$ cat src/hdl/ecm_pkg.sv
// ----------------------------------------------------------------------------
// ecm_pkg
// shared types and constants of the ease curve multiplier
// ----------------------------------------------------------------------------
package ecm_pkg;

    // configuration register indexes
    localparam logic [2:0] REG_IN_START  = 3'd0;
    localparam logic [2:0] REG_IN_END    = 3'd1;
    localparam logic [2:0] REG_OUT_START = 3'd2;
    localparam logic [2:0] REG_OUT_END   = 3'd3;
    localparam logic [2:0] REG_IN_CURVE  = 3'd4;
    localparam logic [2:0] REG_OUT_CURVE = 3'd5;
    localparam logic [2:0] REG_MODE      = 3'd6;

    // register reset values
    localparam logic [31:0] IN_CURVE_RESET  = 32'hFFFF_0000;
    localparam logic [31:0] OUT_CURVE_RESET = 32'h0000_FFFF;

    // 1.0 in q1.16
    localparam logic [16:0] ONE_Q16 = 17'h1_0000;

    // quotient bits of the span division
    localparam int unsigned QBITS = 17;

    // rounding offset of the curve sum: half of 255 * 2^32
    localparam logic [56:0] CURVE_RND = 57'd255 << 31;

    // rounding offset of the cross-fade sum
    localparam logic [23:0] FADE_RND = 24'd127;

    // reciprocal of 255 scaled by 2^33, rounded up; exact for values below 2^24
    localparam logic [25:0] RECIP_255 = 26'd33686019;
    localparam int unsigned RECIP_SHIFT = 33;

    // what an item resolves to
    typedef enum logic [1:0] {
        KIND_CONST = 2'd0,
        KIND_IN    = 2'd1,
        KIND_OUT   = 2'd2,
        KIND_FADE  = 2'd3
    } kind_t;

    // control that travels with each item down the pipeline
    typedef struct packed {
        logic  valid;
        kind_t kind;
        logic  t_zero;
        logic  t_one;
    } tag_t;

    // configuration register file
    typedef struct packed {
        logic signed [31:0] in_start;
        logic signed [31:0] in_end;
        logic signed [31:0] out_start;
        logic signed [31:0] out_end;
        logic [31:0]        in_curve;
        logic [31:0]        out_curve;
        logic [1:0]         mode;
    } cfg_t;

endpackage

$ cat src/hdl/ecm_div.sv
// ----------------------------------------------------------------------------
// ecm_div
// pipelined restoring divider, one quotient bit per stage, num <= den
// ----------------------------------------------------------------------------
module ecm_div
(
    input  logic            clk,
    input  logic            rst_n,
    input  ecm_pkg::tag_t   in_tag,
    input  logic [32:0]     num,
    input  logic [32:0]     den,
    output ecm_pkg::tag_t   out_tag,
    output logic [16:0]     quot
);

    localparam int unsigned NS = ecm_pkg::QBITS;

    logic [33:0]   sh     [NS];
    logic [32:0]   dd     [NS];
    logic          ge     [NS];
    logic [32:0]   rem_next [NS];
    logic [16:0]   q_next [NS];

    logic [32:0]   rem_reg [NS];
    logic [32:0]   d_reg   [NS];
    logic [16:0]   q_reg   [NS];
    ecm_pkg::tag_t tag_reg [NS];

    always_comb
    begin
        for (int i = 0; i < NS; i++)
        begin
            if (i == 0)
            begin
                sh[i] = {1'b0, num};
                dd[i] = den;
            end
            else
            begin
                sh[i] = {rem_reg[i-1], 1'b0};
                dd[i] = d_reg[i-1];
            end
            ge[i] = sh[i] >= {1'b0, dd[i]};
            rem_next[i] = ge[i] ? 33'(sh[i] - {1'b0, dd[i]}) : sh[i][32:0];
            q_next[i] = (i == 0) ? 17'd0 : q_reg[i-1];
            q_next[i][NS-1-i] = ge[i];
        end
    end

    always_ff @(posedge clk or negedge rst_n)
    begin
        if (!rst_n)
        begin
            for (int i = 0; i < NS; i++)
                tag_reg[i] <= '0;
        end
        else
        begin
            tag_reg[0] <= in_tag;
            for (int i = 1; i < NS; i++)
                tag_reg[i] <= tag_reg[i-1];
        end
    end

    always_ff @(posedge clk)
    begin
        for (int i = 0; i < NS; i++)
        begin
            rem_reg[i] <= rem_next[i];
            d_reg[i]   <= dd[i];
            q_reg[i]   <= q_next[i];
        end
    end

    assign out_tag = tag_reg[NS-1];
    assign quot    = q_reg[NS-1];

endmodule

$ cat config.mk
export PLATFORM = sky130hd
export DESIGN_NAME = ecm_div
export DESIGN_NICKNAME = d
export VERILOG_FILES = /design/src/hdl/ecm_pkg.sv /design/src/hdl/ecm_div.sv
export SDC_FILE = /design/constraint.sdc
export NUM_CORES = 2
export LEC_CHECK = 0
export BUFFER_PORTS_ARGS = -buffer_cell sky130_fd_sc_hd__buf_2
export CAP_MARGIN = 20
export CORE_AREA = 2 2 420 381
export DETAILED_ROUTE_END_ITERATION = 10
export DIE_AREA = 0 0 422 383
export SYNTH_ARGS = -nofsm -noshare
export SYNTH_HDL_FRONTEND = slang
export SYNTH_SLANG_ARGS = --single-unit
$ cat constraint.sdc
create_clock -name clk -period 4 [get_ports clk]
set_clock_uncertainty 0.2 [all_clocks]
set_input_delay 0.8 -clock clk [delete_from_list [all_inputs] [get_ports clk]]
set_output_delay 0.8 -clock clk [all_outputs]
set_load 0.1 [all_outputs]
Yosys cells after proc, flatten, opt, wreduce, memory -nomap -nowiden
Memory sizes are Yosys's and may differ from the RTL's.
Index checks and enable logic that the tools add are counted.
{"block": "word_totals", "ff_bits": 85, "ramBits": 1411, "inputBits": 73, "output_inout_bits": 22, "elab_cells": 122, "n_memories": 3}
{"block": "classes", "add_sub_neg": 17, "n_lt_le_gt_ge": 17, "n_mux": 17}
{"memory": "d_reg", "words": 17, "word_bits": 33, "rd": 16, "rd_ports_with_merged_regs": 0, "write_ports": 17, "line": "ecm_div.sv:25", "source": "logic [32:0] d_reg [NS];"}
{"memory": "rem_reg", "words": 17, "word_bits": 33, "rd": 16, "rd_ports_with_merged_regs": 0, "write_ports": 17, "line": "ecm_div.sv:24", "source": "logic [32:0] rem_reg [NS];"}
{"memory": "q_reg", "words": 17, "word_bits": 17, "rd": 17, "rd_ports_with_merged_regs": 0, "write_ports": 17, "line": "ecm_div.sv:26", "source": "logic [16:0] q_reg [NS];"}
{"op": "33-bit two-way mux", "n": 17}
{"op": "33-bit subtractor", "n": 17}
{"op": "34-bit by 33-bit greater-or-equal comparator with 1-bit output", "n": 16}
{"op": "33-bit greater-or-equal comparator", "n": 1}

Depth between registers and ports, before layout
An unclocked memory read counts as a cell.
{"block": "logic_depth", "depth_word": 3, "depth_mapped": 15, "depth_no_buf": 13}

Worst setup path after synthesis
Ideal clock, no wire load.
{"block": "synth_path", "path_type": "in2reg", "startpoint": "input den[8]", "endpoint": "memory rem_reg[0][12]", "setup_time_ns": 0.121, "arrival_time_ns": 3.086, "t_required_ns": 3.679, "setup_slack_ns": 0.594, "path_stages": 12, "path_buffers": 2, "cell_sequence": "inv_1 > ha_1 > clkbuf_1 > a211o_1 > a21oi_1 > a21oi_1 > o21ai_0 > o21a_1 > o31ai_2 > a21o_1 > buf_2 > mux2_2"}
{"item": "start, declared", "line": "ecm_div.sv:11", "source": "input logic [32:0] den,"}
{"item": "end, declared", "line": "ecm_div.sv:24"}

==> out/results.tsv <==
stage	metric	value	unit
route	wl_per_cell	15.87	µm
worst_setup_path	critical_path.startpoint_type	flop	
outcome	run_status	complete, no violations	
worst_setup_path	crit_path_cell_trace	inv_1, ha_1, nor2b_1, o31a_1, o311a_1, nor4_2, nor3_1, nor3_1, o311ai_1, a211oi_1, xnor2_1, mux2_2	
sta	achievable-frequency	260.7	MHz
floorplan	die_x	422	µm
min_path	worst_hold_path_type	in -> reg	
route	drtPass1Iterations	5	
yosys	synth_cells	6699	
clocking	tritoncts	yes	
cells_and_area	num-nets-final	7594	
cells_and_area	fraction_of_final_layout_cells_with_drive_strength_greater_than_1	11.22	%
clocking	cts_max_path_buffers	3	
sta	worst-slew-pin-transition	0.8350	ns
run	max_cap_violations	0	
sta	hold_ws	0.06904	ns
route	post-route-drc-count	0	
sta	timing.final.crit_period	3.836	ns
place	io_buffer_count	94	
yosys	synth-warning-count	0	
worst_setup_path	worst_path_max_delay_cell	sky130_fd_sc_hd__nor4_2	
pwr	power.ir.vdd_worst	474.4	µV
yosys	yosysSeqAreaShare	42.07	%
worst_setup_path	worst_setup_path_end_kind	flop	
route	postRouteAntennaNets	0	
yosys	ys_types	103	
worst_setup_path	worst-path-max-fanout	4	
cells_and_area	synthToLayoutAreaGrowth	14.65	%
yosys	synth-edff-count	0	
cells_and_area	antennaDiodeCount	0	
clocking	clock_latency_on_the_worst_skew_pair	0.78	ns
sta	rsz0062_at_grt	false	
pwr	power_per_cell_area	925.9	nW/µm²
global_route	gr-total-overflow	0	
yosys	asyncSetResetFlopFracSynth	6.569	%
place	hpwl_reported_at_the_end_of_detailed_placement	114.8	mm
route	finalWirelength	145.7	mm
sta	finalCritPeriodShare	95.90	%
route	vias	46620	
cells_and_area	finalCoreUtilization	45.44	%
clocking	clk_pin_slew_worst_paths	0.06	ns
floorplan	die_area	161600	µm²
worst_setup_path	worst_setup_path_category	reg -> reg	
clocking	cts_htree_levels	4	
clocking	number_of_buffers_inserted_during_clock_tree_synthesis	148	
yosys	average_cell_area_after_synthesis	9.343	µm²
sta	timing.slew.headroom	43.82	%
global_route	antenna_found_initial	1	
sta	setup-violations-final	0	
clocking	cts.sink_count	1294	
global_route	grt_start_max_net_pins	86	
global_route	grt_pass1_vias	48460	
floorplan	design.core.area	157900	µm²
worst_setup_path	cp_common_cell	sky130_fd_sc_hd__nor3_1	
floorplan	num_rows	139	
sta	hold_viol	0	
yosys	synthFlopType	sky130_fd_sc_hd__dfxtp_1	
worst_setup_path	critical_path_required	4.47	ns
floorplan	io-pin-count	95	
place	placed_cells	8870	
sta	finalMaxSlewViolations	0	
yosys	synth-seq-cells	1294	
route	detailedRoute.firstIterationViolations	1972	
global_route	grtUsageTotal	17.95	%
pwr	power.static_leakage	0.03351	µW
yosys	synth_fp_nets	7348	
worst_setup_path	cp.arrival	4.31	ns
cells_and_area	post_route_non_filler_standard_cell_count	9181	
global_route	grt_pass1_wl	239.2	mm
floorplan	starting_density	39.63	%
clocking	post_cts_buffers	0	
yosys	synth.cell_area	62590	µm²
floorplan	chip_height	383	µm
clocking	ctsRootBufferMaster	sky130_fd_sc_hd__clkbuf_16	
place	routabilityCongestion	0.9540	
route	detail_route.vias_per_cell	5.077	
worst_setup_path	worst_path_largest_cell_delay	0.42	ns
-- per-layer routing --
metal / GRT usage [%] / share of wire [%]
met5: 0 / 0
met1: 18.14 / 39
met2: 34.89 / 53
met4: 9.980 / 5.4
met3: 2.723 / 3.1
-- cell usage in the layout, fill, tap and decap left out, types with 55 or more instances in the layout --
cell type                   count
sky130_fd_sc_hd__a21oi_1      552
sky130_fd_sc_hd__and3_1        55
sky130_fd_sc_hd__nor3_1        74
sky130_fd_sc_hd__dfrtp_1       85
sky130_fd_sc_hd__a21o_1       317
sky130_fd_sc_hd__nor2_1       343
sky130_fd_sc_hd__xnor2_1      270
sky130_fd_sc_hd__dfxtp_1     1209
sky130_fd_sc_hd__buf_2         93
sky130_fd_sc_hd__nand2_1      445
sky130_fd_sc_hd__nand2b_1      77
sky130_fd_sc_hd__o21a_1        78
sky130_fd_sc_hd__mux2_2       223
sky130_fd_sc_hd__nor2b_1       77
sky130_fd_sc_hd__o21bai_1      76
sky130_fd_sc_hd__clkbuf_16    149
sky130_fd_sc_hd__nand4_1       88
sky130_fd_sc_hd__ha_1         560
sky130_fd_sc_hd__xor2_1       169
sky130_fd_sc_hd__inv_1        698
sky130_fd_sc_hd__nand3_1      103
sky130_fd_sc_hd__buf_4        115
sky130_fd_sc_hd__o21ai_0      423
-- where the power goes --
group | leakage (µW) | switching (µW) | internal (µW)
Clock | 0.00252 | 5630 | 8400
Combinational | 0.0198 | 18200 | 15100
Sequential | 0.0112 | 2120 | 17000
Total | 0.0335 | 25900 | 40500
-- cells by family after synthesis --
logic type / count (synthesis) / share of synthesized area (%)
and+or+nand+nor: 1410 / 10.78
buffers and inverters: 864 / 5.459
xor gates and xnor gates: 439 / 6.143
DFF: 1294 / 42.07
adders and majority gates: 576 / 11.71
muxes: 271 / 5.014
AOI/OAI and AO/OA: 1845 / 18.83
-- worst paths after layout --
kind                                   to  cells past startpoint  slack (ns)     startpoint
setup reg to reg           rem_reg[0][62]                     12        0.16    d_reg[0][1]
min in group asynchronous     tag_reg[49]                      2        0.27          rst_n
setup / recovery           rem_reg[0][62]                     12        0.16    d_reg[0][1]
max in group asynchronous     tag_reg[11]                      3        2.75          rst_n
hold / removal             rem_reg[0][26]                      2        0.07        num[26]
hold reg to reg             q_reg[0][245]                      0        0.12  q_reg[0][228]
-- metrics by stage --
step | total power, µW | worst slack (ns) | setup TNS (ns) | area [µm²]
after floorplan | 44400 | 0.5936 | 0 | 62590
after global placement | 52070 | -0.1467 | -0.2624 | 66110
after detailed placement | 52430 | -0.01008 | -0.01008 | 66110
after CTS | 66940 | 0.1424 | 0 | 71720
after global routing | 71600 | 0.01841 | 0 | 71760
final | 66440 | 0.1640 | 0 | 71760
-- layout make-up --
type | instances | area, µm²
fill | 15090 | 86160
multi-input combinational | 4541 | 32930
sequential | 1294 | 26330
clock buffer | 207 | 4257
tap | 2115 | 2646
inverter | 699 | 2624
timing repair buffer | 261 | 2007
clock inverter | 64 | 963.4
-- Yosys cell counts, types with 76 or more instances --
cell                       count  share of area [%]
sky130_fd_sc_hd__nand3_1     103               0.82
sky130_fd_sc_hd__a21oi_1     555                4.4
sky130_fd_sc_hd__dfrtp_1      85                3.4
sky130_fd_sc_hd__o21bai_1     76               0.91
sky130_fd_sc_hd__xor2_1      169                2.4
sky130_fd_sc_hd__ha_1        560                 11
sky130_fd_sc_hd__nand2b_1     77               0.77
sky130_fd_sc_hd__nand2_1     445                2.7
sky130_fd_sc_hd__o21ai_0     423                3.4
sky130_fd_sc_hd__inv_1       698                4.2
sky130_fd_sc_hd__nand4_1      88               0.88
sky130_fd_sc_hd__xnor2_1     270                3.8
sky130_fd_sc_hd__dfxtp_1    1209                 39
sky130_fd_sc_hd__mux2_2      223                4.0
sky130_fd_sc_hd__clkbuf_1    114               0.68
sky130_fd_sc_hd__o21a_1       78               0.94
sky130_fd_sc_hd__a21o_1      318                3.8
sky130_fd_sc_hd__nor2_1      344                2.1
sky130_fd_sc_hd__nor2b_1      77               0.77
-- worst max-delay path, delay by kind of cell (launching register included) --
kind / cells / cell delay (ns)
xor+xnor: 1 / 0.10
buf+inv: 1 / 0.07
fa+ha+maj: 1 / 0.29
mux: 1 / 0.28
compound gates: 4 / 1.27
flops: 1 / 0.40
simple gates: 4 / 1.13
-- timing repair --
item                                   4_1_cts  5_1_grt
endpoints found under the hold margin      123        0
gates resized for setup                      0        2
hold buffers                                39        0
setup endpoints to repair                    0        6
(Power assumes the default switching activity.)
