===== src/hdl/ecm_pkg.sv =====
// ----------------------------------------------------------------------------
// ecm_pkg
// shared types and constants of the ease curve multiplier
// ----------------------------------------------------------------------------
package ecm_pkg;

    // configuration register indexes
    localparam logic [2:0] REG_IN_START  = 3'd0;
    localparam logic [2:0] REG_IN_END    = 3'd1;
    localparam logic [2:0] REG_OUT_START = 3'd2;
    localparam logic [2:0] REG_OUT_END   = 3'd3;
    localparam logic [2:0] REG_IN_CURVE  = 3'd4;
    localparam logic [2:0] REG_OUT_CURVE = 3'd5;
    localparam logic [2:0] REG_MODE      = 3'd6;

    // register reset values
    localparam logic [31:0] IN_CURVE_RESET  = 32'hFFFF_0000;
    localparam logic [31:0] OUT_CURVE_RESET = 32'h0000_FFFF;

    // 1.0 in q1.16
    localparam logic [16:0] ONE_Q16 = 17'h1_0000;

    // quotient bits of the span division
    localparam int unsigned QBITS = 17;

    // rounding offset of the curve sum: half of 255 * 2^32
    localparam logic [56:0] CURVE_RND = 57'd255 << 31;

    // rounding offset of the cross-fade sum
    localparam logic [23:0] FADE_RND = 24'd127;

    // reciprocal of 255 scaled by 2^33, rounded up; exact for values below 2^24
    localparam logic [25:0] RECIP_255 = 26'd33686019;
    localparam int unsigned RECIP_SHIFT = 33;

    // what an item resolves to
    typedef enum logic [1:0] {
        KIND_CONST = 2'd0,
        KIND_IN    = 2'd1,
        KIND_OUT   = 2'd2,
        KIND_FADE  = 2'd3
    } kind_t;

    // control that travels with each item down the pipeline
    typedef struct packed {
        logic  valid;
        kind_t kind;
        logic  t_zero;
        logic  t_one;
    } tag_t;

    // configuration register file
    typedef struct packed {
        logic signed [31:0] in_start;
        logic signed [31:0] in_end;
        logic signed [31:0] out_start;
        logic signed [31:0] out_end;
        logic [31:0]        in_curve;
        logic [31:0]        out_curve;
        logic [1:0]         mode;
    } cfg_t;

endpackage


===== src/hdl/ecm_span.sv =====
// ----------------------------------------------------------------------------
// ecm_span
// picks the segment for an item and forms the span numerator and divisor
// ----------------------------------------------------------------------------
module ecm_span
(
    input  logic                clk,
    input  logic                rst_n,
    input  logic                in_valid,
    input  logic signed [31:0]  now_clock,
    input  ecm_pkg::cfg_t       cfg,
    output ecm_pkg::tag_t       tag,
    output logic [32:0]         num,
    output logic [32:0]         den
);

    logic signed [32:0] now_x;
    logic signed [32:0] in_start_x;
    logic signed [32:0] in_end_x;
    logic signed [32:0] out_start_x;
    logic signed [32:0] out_end_x;
    logic               ein;
    logic               eout;
    logic               both;
    ecm_pkg::kind_t     kind_a;
    logic signed [33:0] n_a;
    logic signed [33:0] d_a;

    ecm_pkg::tag_t      tag_a_reg;
    logic signed [33:0] n_a_reg;
    logic signed [33:0] d_a_reg;

    logic signed [33:0] n_b;
    logic signed [33:0] d_b;
    logic               zero_b;
    logic               one_b;
    ecm_pkg::tag_t      tag_b_next;

    ecm_pkg::tag_t      tag_b_reg;
    logic [32:0]        n_b_reg;
    logic [32:0]        d_b_reg;

    assign now_x       = {now_clock[31], now_clock};
    assign in_start_x  = {cfg.in_start[31], cfg.in_start};
    assign in_end_x    = {cfg.in_end[31], cfg.in_end};
    assign out_start_x = {cfg.out_start[31], cfg.out_start};
    assign out_end_x   = {cfg.out_end[31], cfg.out_end};
    assign ein         = cfg.mode[0];
    assign eout        = cfg.mode[1];
    assign both        = ein && eout && (cfg.in_start >= cfg.out_start);

    // segment select
    always_comb
    begin
        kind_a = ecm_pkg::KIND_CONST;
        if (both)
        begin
            if (now_clock > cfg.out_end)
            begin
                if (now_clock > cfg.in_start)
                begin
                    if (now_clock <= cfg.in_end)
                        kind_a = ecm_pkg::KIND_IN;
                end
                else
                    kind_a = ecm_pkg::KIND_FADE;
            end
            else
                kind_a = ecm_pkg::KIND_OUT;
        end
        else
        begin
            if (eout && (now_clock >= cfg.out_start))
                kind_a = ecm_pkg::KIND_OUT;
            if (ein && (now_clock <= cfg.in_end))
                kind_a = ecm_pkg::KIND_IN;
        end
    end

    // signed span differences, exact in 33 bits
    always_comb
    begin
        case (kind_a)
            ecm_pkg::KIND_IN:
            begin
                n_a = 34'(now_x - in_start_x);
                d_a = 34'(in_end_x - in_start_x);
            end
            ecm_pkg::KIND_FADE:
            begin
                n_a = 34'(now_x - out_end_x);
                d_a = 34'(in_start_x - out_end_x);
            end
            default:
            begin
                n_a = 34'(now_x - out_start_x);
                d_a = 34'(out_end_x - out_start_x);
            end
        endcase
    end

    always_ff @(posedge clk or negedge rst_n)
    begin
        if (!rst_n)
            tag_a_reg <= '0;
        else
        begin
            tag_a_reg.valid  <= in_valid;
            tag_a_reg.kind   <= kind_a;
            tag_a_reg.t_zero <= 1'b0;
            tag_a_reg.t_one  <= 1'b0;
        end
    end

    always_ff @(posedge clk)
    begin
        n_a_reg <= n_a;
        d_a_reg <= d_a;
    end

    // reversed span flips both signs, then clamp flags
    always_comb
    begin
        if (d_a_reg < 0)
        begin
            n_b = -n_a_reg;
            d_b = -d_a_reg;
        end
        else
        begin
            n_b = n_a_reg;
            d_b = d_a_reg;
        end
        if (d_a_reg == 0)
        begin
            zero_b = n_a_reg < 0;
            one_b  = !(n_a_reg < 0);
        end
        else
        begin
            zero_b = n_b < 0;
            one_b  = n_b > d_b;
        end
        tag_b_next        = tag_a_reg;
        tag_b_next.t_zero = zero_b;
        tag_b_next.t_one  = one_b && !zero_b;
    end

    always_ff @(posedge clk or negedge rst_n)
    begin
        if (!rst_n)
            tag_b_reg <= '0;
        else
            tag_b_reg <= tag_b_next;
    end

    always_ff @(posedge clk)
    begin
        n_b_reg <= n_b[32:0];
        d_b_reg <= d_b[32:0];
    end

    assign tag = tag_b_reg;
    assign num = n_b_reg;
    assign den = d_b_reg;

endmodule


===== config.mk =====
export PLATFORM = sky130hd
export DESIGN_NAME = ecm_span
export DESIGN_NICKNAME = d
export VERILOG_FILES = /design/src/hdl/ecm_pkg.sv /design/src/hdl/ecm_span.sv
export SDC_FILE = /design/constraint.sdc
export NUM_CORES = 1
export LEC_CHECK = 0
export ABC_AREA = 1
export BUFFER_PORTS_ARGS = -buffer_cell sky130_fd_sc_hd__buf_2
export CAP_MARGIN = 30
export CORE_MARGIN = 5
export CORE_UTILIZATION = 54
export CTS_CLUSTER_SIZE = 30
export DETAILED_ROUTE_END_ITERATION = 6
export PLACE_DENSITY = 0.83
export SLEW_MARGIN = 25
export SYNTH_ARGS = -nofsm -noshare
export SYNTH_HDL_FRONTEND = slang
export SYNTH_SLANG_ARGS = --single-unit

===== constraint.sdc =====
create_clock -name clk -period 3.38 [get_ports clk]
set_input_delay 0.338 -clock clk [delete_from_list [all_inputs] [get_ports clk]]
set_output_delay 0.338 -clock clk [all_outputs]
set_load 0.01 [all_outputs]

After elaboration in Yosys (flattened, before gate mapping)

Cells that the tools add are included.

Register bits after elaboration: 142
Output and inout bits: 71

Add/sub/neg operators: 8
$lt $le $gt $ge: 9
Equality and inequality tests: 2
Multiplexer cells: 12
Reductions and logical operators: 8

Operators with widths:

| cell                  | number |
|---|---|
| $sub A32 B32 Y33      | 6 |
| $pmux W34 S2          | 2 |
| $lt A34 B1 Y1 const B | 3 |
| $mux W34              | 2 |
| $neg A34 Y34          | 2 |
| $ge A32 B32 Y1        | 2 |
| $gt A32 B32 Y1        | 2 |
| $gt A34 B34 Y1        | 1 |
| $logic_not A34 Y1     | 1 |
| $le A32 B32 Y1        | 1 |
| $mux W2               | 5 |
| $logic_and A1 B1 Y1   | 5 |
| $mux W1               | 3 |
| $eq A2 B1 Y1 const B  | 1 |
| $eq A2 B2 Y1 const B  | 1 |
| $logic_not A1 Y1      | 2 |

Depth between registers and ports, before layout

Gate-level depths: netlist of run 1.

Depth after elaboration: 7
Mapped depth: 24
Gate-level depth less buffers: 24

Worst setup path after synthesis of run 1

Ideal clock, no wire load.

Path type: reg2reg
Start point: reg n_a_reg[0]
End point: reg tag_b_reg, in the netlist tag[0]
Library setup time: 121 ps
Data arrival time: 3145 ps
Required time: 3259 ps
Setup slack: 115 ps
Stages on the path, launching flop included: 20
Buffers on the path: 0
Period minus slack after synthesis: 3265 ps
Path through: dfxtp_1 inv_1 ha_1 nand4_1 nor2_1 nand4_1 nor2_1 nand4_1 nor4_1 a21oi_1 xor2_1 ha_1 nand2_1 nor3_1 nor4b_1 o2111ai_1 nand3_1 nand2_1 nand3_1 a21oi_1

RTL lines:

| what                   | line            | RTL |
|---|---|---|
| start, declared        | ecm_span.sv:30  | `logic signed [33:0] n_a_reg;` |
| start signal, assigned | ecm_span.sv:117 | `n_a_reg <= n_a;` |
| end signal, assigned   | ecm_span.sv:154 | `tag_b_reg <= tag_b_next;` |
| end, declared          | ecm_span.sv:39  | `ecm_pkg::tag_t tag_b_reg;` |

==> results of run 1 <==
## per-stage QoR
step | std cells | worst slack (ns) | instance area, sq um
final | 4084 | -0.5708 | 24140
after floorplan | 3192 | 0.1145 | 20410
after detailed placement | 4039 | -0.5357 | 23090
after global routing | 4082 | -0.7462 | 24140
after CTS | 4076 | -0.3970 | 23930
after global placement | 4039 | -0.4746 | 23090
## worst paths after layout
check / startpoint / to / slack, ns / depth (start not counted)
min in group clk: tag_a_reg[2] / tag[2] / 0.35 / 0
worst min register to register: tag_a_reg[2] / tag[2] / 0.35 / 0
worst max-delay path: d_a_reg[8] / tag[0] / -0.57 / 24
worst max register to register: d_a_reg[8] / tag[0] / -0.57 / 24
max in group asynchronous: rst_n / tag[1] / 2.94 / 2
worst min-delay path: rst_n / tag[4] / 0.26 / 2
## cell usage in the layout (no fill, tap or decap), drive strengths merged, types with 32 or more instances in the layout
cell,instances
nand3,249
nand2,711
xnor2,67
xor2,149
nor2,285
ha,292
dfxtp,132
clkbuf,32
nand4,107
o21ai,136
nor3,40
inv,497
a21oi,278
buf,395
## worst max-delay path, delay by kind of cell (launching register included)
family / cells / cell delay [ns]
compound gates: 4 / 0.58
buf+inv: 3 / 0.38
simple gates: 15 / 2.20
fa+ha+maj: 1 / 0.28
xor+xnor: 1 / 0.09
flops: 1 / 0.31
## per-layer routing
metal	vias to the layer above	global-route usage
met5	-	0
met2	1211	0.6356
met1	10620	0.4782
met4	2	0.1701
li1	11350	-
met3	232	0.03999
## where the power goes
part	leakage, nW	total [mW]	switching (mW)	internal [mW]
sequential	1.21	2.71	0.358	2.35
clock	0.350	2.14	0.711	1.42
combinational	11.2	7.56	4.80	2.77
## cell type report
class / instances / share of cell area
repair buffers: 397 / 0.1040
well taps: 511 / 0.02648
clock inverters: 1 / 0.0002073
diodes: 2 / 0.0002073
clock buffers: 32 / 0.02908
inverters: 499 / 0.07759
flip-flops and latches: 140 / 0.1180
multi-input cells: 2502 / 0.6444
## what timing repair did
action,in CTS,in global routing
pin swaps,11,28
resized for setup,22,41
hold endpoints to repair,9,0
hold buffers,2,0
buffers inserted,2,6
endpoints found under the setup margin,1,1
## cells by family after synthesis
family | share of synthesized area
XOR/XNOR | 0.09270
flip-flops | 0.1393
adder cells (fa/ha/maj) | 0.1849
buffers and inverters | 0.1105
other | 0.0001838
AO/OA/AOI/OAI | 0.1510
AND/OR/NAND/NOR | 0.3214
==> reports/summary.json, run 1 <==
{
  "status": "finished with violations",
  "violations": "DRC, setup timing",
  "setup-violations-final": 1,
  "drt-total-wl_mm": 82.24,
  "fmax_mhz": 253.1,
  "cp_data_arrival_time_ns": 4.33,
  "hpwl_reported_at_the_end_of_detailed_placement_mm": 69.60,
  "largest_net_degree_at_the_start_of_global_routing": 42,
  "synthesis_stage_register_bit_count": 140,
  "post_synth_edffs": 0,
  "total_area_of_multi_input_combinational_cells_sq_um": 15560,
  "worst_setup_hold_path_clk_slew_ns": 0.06,
  "die-height_um": 204.4,
  "path_cells": "inv_1 > nand2_1 > nor3_4 > nand2_2 > nor3_4 > nand2_2 > nor2_2 > nand2_1 > nand2_2 > nand2_2 > a21oi_2 > nand2_2 > o21ai_2 > xor2_1 > ha_1 > nand4_1 > nor3_2 > buf_4 > nor4b_4 > buf_4 > o2111ai_4 > nand4_1 > nand3_2 > a21oi_2",
  "initial_core_util": 0.5444,
  "worst_path_required_ns": 3.76,
  "dr_total_vias": 23420,
  "crit_slowest_cell": "dfxtp_1",
  "initial_antenna_violation_count": 3,
  "synth_commonest_cells": "nand2_1 (689), inv_1 (488), ha_1 (292), nor2_1 (282), a21oi_1 (277)",
  "synth_top_area_cell": "ha_1",
  "grt_usage": 0.3742,
  "global_route_wire_length_before_repair_mm": 120.5,
  "worst_pin_slew_ns": 0.7638,
  "timing.hold.worst.class": "input port to async pin",
  "syn_area_per_cell_sq_um": 6.393,
  "timing.max_slew.rel_slack": 0.4854,
  "highest_layer": "met5",
  "yosysTopAreaCellShare": 0.1790,
  "timing.final.max_slew_violations": 0,
  "fillerInstances": 3510,
  "final_min_period_over_clock_period": 1.169,
  "report.power.total_mw": 12.41,
  "syn_to_final_growth_pct": 18.30,
  "worst_setup_path_start_kind": "flop",
  "die_area_sq_um": 41780,
  "yosysWarnings": 0,
  "floorplan.core_area_sq_um": 37490,
  "timing.max_cap.violations": 0,
  "cpPeakStageDelay_ns": 0.31,
  "synth_most_common_cell": "nand2_1",
  "rsz0062_at_grt": "true",
  "cts_htree_levels": 4,
  "drt-met1-wl_mm": 32.34,
  "critical_path_peak_fanout": 3,
  "nets": 4092,
  "fin_hold_ws_ns": 0.2611,
  "numPortBuffers": 235,
  "clock-sinks": 140,
  "total_leakage_power_nw": 12.78,
  "post_synth_num_cell_types": 51,
  "setup_total_negative_slack_ns": -0.5708,
  "timing.setup.critical_path_class": "flop to flop",
  "met2_wire_length_mm": 37.35,
  "finalWorstPathRequiredPeriod_ns": 3.951,
  "dr_wl_met3_mm": 7.922,
  "cts_root_cell": "clkbuf_16",
  "ys_seq_area_frac": 0.1393,
  "die_x_um": 204.4,
  "netlist_area_sq_um": 20410,
  "vias_per_cell": 5.735,
  "ys_dominant_reg_cell": "dfxtp_1",
  "drc_violations_left": 10,
  "async_reset_ff_frac": 0.05714,
  "synthTopCellsByArea": "ha_1 (18%), dfxtp_1 (13%), nand2_1 (13%)",
  "drt_iter0_markers": 2333,
  "synth_cells": 3192,
  "postRouteAntennaNets": 0,
  "fin_util": 0.6439,
  "tritoncts": "done",
  "crit_end_element": "flop",
  "gp_congestion": 1.023,
  "dr.pass1.iters": 7,
  "power_density_nw_per_um2": 514.2,
  "drive_gt1_frac": 0.1655,
  "skew_ns": 0.01703,
  "grt_pass1_vias": 22580,
  "clock_insertion_delay_at_the_later_pin_of_the_skew_report_ns": 0.47,
  "wl_per_cell_um": 20.14,
  "placementRows": 71,
  "cts-buffers-inserted": 25,
  "seq_area_sq_um": 2849,
  "irDropWorstVdd_mv": 0.2964,
  "most_numerous_cell_on_the_critical_path": "nand2_2",
  "clockBufferDepth": 3,
  "grt_overflow": 0,
  "net_count_synth": 3719,
  "top_level_ports": 300,
  "worst_slack_ns": -0.5708,
  "timing_hold_violations_final": 0
}
No activity file was read; power rests on OpenSTA's default activity.
==> run 2, diff against run 1 <==
BUFFER_PORTS_ARGS = -buffer_cell sky130_fd_sc_hd__buf_4   (was -buffer_cell sky130_fd_sc_hd__buf_2)
CORE_UTILIZATION = 30   (was 54)
PLACE_DENSITY = 0.51   (was 0.83)
clock period = 4 ns   (was 3.38 ns; I/O delays follow)
==> run 2 against run 1 <==
  * The run now ends clean
  * Wire length increased by 8.2%
  * Register-to-register slack improved by 0.79 ns
  * Largest cell class unchanged
  * Clock skew decreased by 0.010 ns
  * Largest power group unchanged
  * Critical path type unchanged
  * Count of clock-buffer cells in the layout decreased by 12
  * Maximum frequency increased by 4.4%
  * Die area increased by 76%
==> reports/summary.json, run 2 (same netlist as run 1, synthesis figures left out) <==
{
  "global_route_wire_length_before_repair_mm": 129.5,
  "clock-sinks": 140,
  "timing.setup.critical_path_class": "flop to flop",
  "status": "complete, no violations",
  "die-height_um": 270.8,
  "pwr-share-clk": 0.168,
  "timing.hold.worst.class": "input port to flop",
  "final_cell_mix": "nand2_1 (684), inv_1 (486), ha_1 (291), buf_4 (283)",
  "crit_end_element": "flop",
  "dr.pass1.iters": 5,
  "drt_iter0_markers": 1412,
  "setup_total_negative_slack_ns": 0,
  "timing.final.max_slew_violations": 0,
  "net_switching_share_of_the_total_power": 0.4699,
  "largest_net_degree_at_the_start_of_global_routing": 68,
  "power_density_nw_per_um2": 414.8,
  "worst_path_required_ns": 4.31,
  "setup-violations-final": 0,
  "top_level_ports": 300,
  "pwr-share-seq": 0.227,
  "postRouteAntennaNets": 0,
  "floorplan.core_area_sq_um": 67280,
  "antenna-diode-count": 0,
  "tritoncts": "done",
  "rsz0062_at_grt": "true",
  "cts_htree_levels": 4,
  "placementRows": 95,
  "clock_insertion_delay_at_the_later_pin_of_the_skew_report_ns": 0.43,
  "wl_per_cell_um": 20.52,
  "initial_core_util": 0.3033,
  "irDropWorstVdd_mv": 0.2623,
  "postLayoutCellArea_sq_um": 24190,
  "die_x_um": 270.8,
  "share_comb_of_total_power": 0.604,
  "worst_setup_hold_path_clk_slew_ns": 0.06,
  "timing_hold_violations_final": 0,
  "worst-r2r-cell-count": 22,
  "hold_path_startpoint": "in_valid",
  "reg2reg_slack_ns": 0.22,
  "dpl-instance-area_sq_um": 23350,
  "cts_root_cell": "clkbuf_16",
  "cp_data_arrival_time_ns": 4.09,
  "clockBufferDepth": 2,
  "most_frequent_standard_cell_in_the_layout_excluding_fill_and_tap_cells": "nand2_1",
  "grt_pass1_vias": 21940,
  "syn_to_final_growth_pct": 18.52,
  "place_worst_setup_slack_ns": -0.02521,
  "final_min_period_over_clock_period": 0.9459,
  "timing.max_slew.rel_slack": 0.3983,
  "grt_overflow": 0,
  "worst_hold_path.num_cells": 1,
  "fillerInstances": 7526,
  "fmax_mhz": 264.3,
  "worstReg2RegEnd": "tag[0]",
  "reg2reg_from": "n_a_reg[0]",
  "fin_util": 0.3595,
  "skew_ns": 0.007057,
  "total_leakage_power_nw": 12.41,
  "worst_slack_ns": 0.2163,
  "grt_usage": 0.2322,
  "switching_power_mw": 4.715,
  "worst_setup_path_start_kind": "flop",
  "initial_antenna_violation_count": 11,
  "die_area_sq_um": 73340,
  "hpwl_reported_at_the_end_of_detailed_placement_mm": 80.00,
  "drt-total-wl_mm": 89.01,
  "critical_path_peak_fanout": 3,
  "vias_per_cell": 5.065,
  "pint_mw": 5.318,
  "finalWorstPathRequiredPeriod_ns": 3.784,
  "nets": 3978,
  "drive_gt1_frac": 0.1354,
  "timing.max_cap.violations": 0,
  "drc_violations_left": 0,
  "gp_congestion": 0.9762,
  "worst_pin_slew_ns": 0.8931,
  "fin_hold_ws_ns": 0.07783,
  "dr_total_vias": 21970,
  "min_to": "tag_a_reg[4]",
  "cts-buffers-inserted": 17,
  "numPortBuffers": 235
}
## run 2: cell count changes in the layout (fill, tap and decap cells not counted), sizes merged
| cell | delta |
|---|---|
| clkinv | +2 |
| buf | -105 |
| clkbuf | -12 |
| clkinvlp | +1 |
| dlygate4sd3 | -1 |
| bufinv | +4 |
| diode | -2 |
| inv | +4 |
## run 2: per-stage QoR
step           cells  power, mW
3_5_place_dp    4300      8.236
4_1_cts         4333      9.969
5_1_grt         4337      10.84
3_3_place_gp    4300      8.236
2_1_floorplan   3192      5.877
6_report        4337      10.03
## run 2: cell type report
cell class | count | area [sq um] | share of cell area
Tap cell | 873 | 1092 | 0.04516
Inverter | 499 | 1876 | 0.07754
Sequential cell | 140 | 2846 | 0.1177
Clock inverter | 12 | 183.9 | 0.007604
Multi-Input combinational cell | 2502 | 15460 | 0.6391
Timing Repair Buffer | 291 | 2275 | 0.09405
Clock buffer | 20 | 456.7 | 0.01888
## run 2: metal layers
metal  track usage  routed length [um]  up-vias
met5             0                   0        -
met4       0.08303                3420        0
met3       0.01967                5272      113
met2        0.3835               39740      702
met1        0.3174               40580    10030
li1              -                   -    11120
## run 2: worst max path at each step
stage	startpoint	to	slack (ns)	cells past startpoint
finish	n_a_reg[0]	tag[0]	0.22	22
global route	n_a_reg[0]	tag[0]	-0.05	21
CTS	n_a_reg[0]	tag[0]	0.02	23
detailed placement	d_a_reg[0]	tag[0]	-0.03	25
global placement	n_a_reg[0]	tag[0]	-0.04	23
floorplan	n_a_reg[0]	tag[0]	0.73	19
## run 2: timing repair
action / CTS / global route
hold endpoints to repair: 8 / 0
gates resized for setup: 1 / 37
endpoints found under the setup margin: 1 / 1
buffers inserted: 0 / 4
hold buffers: 1 / 0
pin swaps: 0 / 18
## run 2: worst max-delay path, stage by stage, from the launching register on
cell	delay, ns
dfxtp_2	0.32
inv_2	0.08
ha_4	0.14
nand4_1	0.14
nor2_2	0.20
nand4_1	0.21
nor2_2	0.19
nand4_1	0.21
nor4_1	0.30
buf_4	0.18
nand3_2	0.06
nand2_2	0.09
xor2_2	0.07
ha_1	0.28
nand4_1	0.12
nor3_2	0.26
nor4b_4	0.25
buf_4	0.17
o2111ai_4	0.10
nand3_2	0.09
nand2_1	0.05
nand3_1	0.08
a21oi_1	0.07
## run 2: power groups by stage
| stage | Sequential (mW) | Clock (mW) | Combinational, mW |
|---|---|---|---|
| 3_5_place_dp | 2.31 | 0 | 5.93 |
| 6_report | 2.28 | 1.69 | 6.06 |
| 5_1_grt | 2.35 | 1.79 | 6.70 |
| 3_3_place_gp | 2.31 | 0 | 5.93 |
| 2_1_floorplan | 2.41 | 0 | 3.46 |
| 4_1_cts | 2.28 | 1.74 | 5.95 |
==> run 3, diff against run 2 <==
CTS_BUF_LIST = sky130_fd_sc_hd__clkbuf_8 sky130_fd_sc_hd__clkbuf_16   (was default)
==> run 3 against run 2 <==
  * Via count barely moved
  * Sequential share of layout area unchanged
  * Count of clock-buffer cells in the layout shrank 1
  * Clock power barely moved
  * Global-route usage is the same
  * Cell count unchanged
  * Sequential cell count unchanged
  * Clock skew hardly changed
  * Total power about the same
  * Highest routed layer unchanged
==> reports/summary.json, run 3 (same netlist as run 1, synthesis figures left out) <==
{
  "status": "complete, no violations",
  "timing.final.max_slew_violations": 0,
  "wl_per_cell_um": 20.52,
  "report.power.total_mw": 10.03,
  "cts-buffers-inserted": 17,
  "timing.max_slew.rel_slack": 0.4078,
  "timing.max_cap.violations": 0,
  "grt_overflow": 0,
  "largest_net_degree_at_the_start_of_global_routing": 68,
  "drt_iter0_markers": 1412,
  "timing.critical_path.depth": 22,
  "grt_pass1_vias": 21940,
  "tritoncts": "done",
  "cp_data_arrival_time_ns": 4.09,
  "most_numerous_cell_on_the_critical_path": "nand4_1",
  "crit_end_element": "flop",
  "family_with_the_most_delay_on_the_worst_path": "simple AND/OR/NAND/NOR gates",
  "cts_root_cell": "clkbuf_16",
  "irDropWorstVdd_mv": 0.2623,
  "cpPeakStageDelay_ns": 0.32,
  "drive_gt1_frac": 0.1354,
  "worst_setup_hold_path_clk_slew_ns": 0.06,
  "cts_htree_levels": 4,
  "timing.setup.critical_path_class": "flop to flop",
  "placementRows": 95,
  "clock-sinks": 140,
  "nets": 3978,
  "fmax_mhz": 264.3,
  "finalWorstPathRequiredPeriod_ns": 3.784,
  "total_leakage_power_nw": 12.42,
  "worst_setup_path_start_kind": "flop",
  "timing.critical_path.to": "tag[0]",
  "final_min_period_over_clock_period": 0.9459,
  "dr.pass1.iters": 5,
  "worstReg2RegEnd": "tag[0]",
  "antenna-diode-count": 0,
  "path_cells": "inv_2 > ha_4 > nand4_1 > nor2_2 > nand4_1 > nor2_2 > nand4_1 > nor4_1 > buf_4 > nand3_2 > nand2_2 > xor2_2 > ha_1 > nand4_1 > nor3_2 > nor4b_4 > buf_4 > o2111ai_4 > nand3_2 > nand2_1 > nand3_1 > a21oi_1",
  "critical_path_peak_fanout": 3,
  "top_level_ports": 300,
  "setup-violations-final": 0,
  "global_route_wire_length_before_repair_mm": 129.5,
  "setup_total_negative_slack_ns": 0,
  "rsz0062_at_grt": "true",
  "numPortBuffers": 235,
  "floorplan.core_area_sq_um": 67280,
  "fillerInstances": 7526,
  "most_frequent_standard_cell_in_the_layout_excluding_fill_and_tap_cells": "nand2_1",
  "initial_core_util": 0.3033,
  "postRouteAntennaNets": 0,
  "crit_slowest_cell": "dfxtp_2",
  "worst-r2r-cell-count": 22,
  "power_density_nw_per_um2": 414.7,
  "die_area_sq_um": 73340,
  "grt_usage": 0.2322,
  "dr_total_vias": 21960,
  "drt-total-wl_mm": 89.01,
  "hpwl_reported_at_the_end_of_detailed_placement_mm": 80.00,
  "critical_path_buf_inv_count": 3,
  "gp_congestion": 0.9762,
  "final_cell_mix": "nand2_1 (684), inv_1 (487), ha_1 (291), buf_4 (283)",
  "die_x_um": 270.8,
  "worst_path_required_ns": 4.31,
  "vias_per_cell": 5.063,
  "clock_insertion_delay_at_the_later_pin_of_the_skew_report_ns": 0.43,
  "syn_to_final_growth_pct": 18.52,
  "initial_antenna_violation_count": 11,
  "timing_hold_violations_final": 0,
  "drc_violations_left": 0,
  "worst_pin_slew_ns": 0.8790,
  "fin_util": 0.3595,
  "reg2reg_from": "n_a_reg[0]",
  "clockBufferDepth": 2,
  "skew_ns": 0.007060,
  "cp-startpoint": "n_a_reg[0]",
  "timing.hold.worst.class": "input port to flop",
  "reg2reg_slack_ns": 0.22,
  "die-height_um": 270.8
}
## run 3: changes by cell type in the layout (fill, tap and decap cells not counted)
| cell | change |
|---|---|
| clkbuf_1 | -1 |
| inv_1 | +1 |
## run 3: worst min-delay path by stage
stage	from	endpoint	slack, ns	cells after the start
2_1_floorplan	rst_n	tag[0]	0.10	0
3_3_place_gp	rst_n	tag[2]	0.23	1
3_5_place_dp	rst_n	tag[4]	0.23	1
4_1_cts	in_valid	tag_a_reg[4]	0.05	1
5_1_grt	in_valid	tag_a_reg[4]	0.06	1
6_report	in_valid	tag_a_reg[4]	0.08	1
## run 3: report_power, final
part	internal [mW]	switching (mW)	total (mW)
sequential	1.99	0.292	2.28
clock	1.08	0.605	1.69
combinational	2.25	3.82	6.06
total	5.32	4.72	10.0
## run 3: through the flow
| step | std cells | hold WS (ns) | area, sq um | setup WS (ns) |
|---|---|---|---|---|
| after floorplan | 3192 | 0.1044 | 20410 | 0.7345 |
| after global placement | 4300 | 0.2318 | 23350 | -0.03639 |
| after detailed placement | 4300 | 0.2293 | 23350 | -0.02521 |
| after CTS | 4333 | 0.05260 | 24010 | 0.02443 |
| after global routing | 4337 | 0.06251 | 24190 | -0.05525 |
| final | 4337 | 0.07783 | 24190 | 0.2164 |
## run 3: repair_timing
| action | 4_1_cts | 5_1_grt |
|---|---|---|
| setup endpoints to repair | 1 | 1 |
| cloned | 0 | 0 |
| endpoints found under the hold margin | 8 | 0 |
| pin swaps | 0 | 18 |
| resized for setup | 1 | 37 |
| setup buffers | 0 | 4 |
| hold buffers | 1 | 0 |
## run 3: per-layer routing
metal | GRT usage | share of wire
met5 | 0 | 0
met4 | 0.08303 | 0.038
met3 | 0.01967 | 0.059
met2 | 0.3835 | 0.45
met1 | 0.3174 | 0.46
## run 3: final cells by class
type | instances | area, sq um | area share
clock inverter | 13 | 187.7 | 0.007760
inverter | 499 | 1876 | 0.07754
multi-input combinational | 2502 | 15460 | 0.6391
tap | 873 | 1092 | 0.04516
sequential | 140 | 2846 | 0.1177
clock buffer | 19 | 452.9 | 0.01873
timing repair buffer | 291 | 2275 | 0.09405
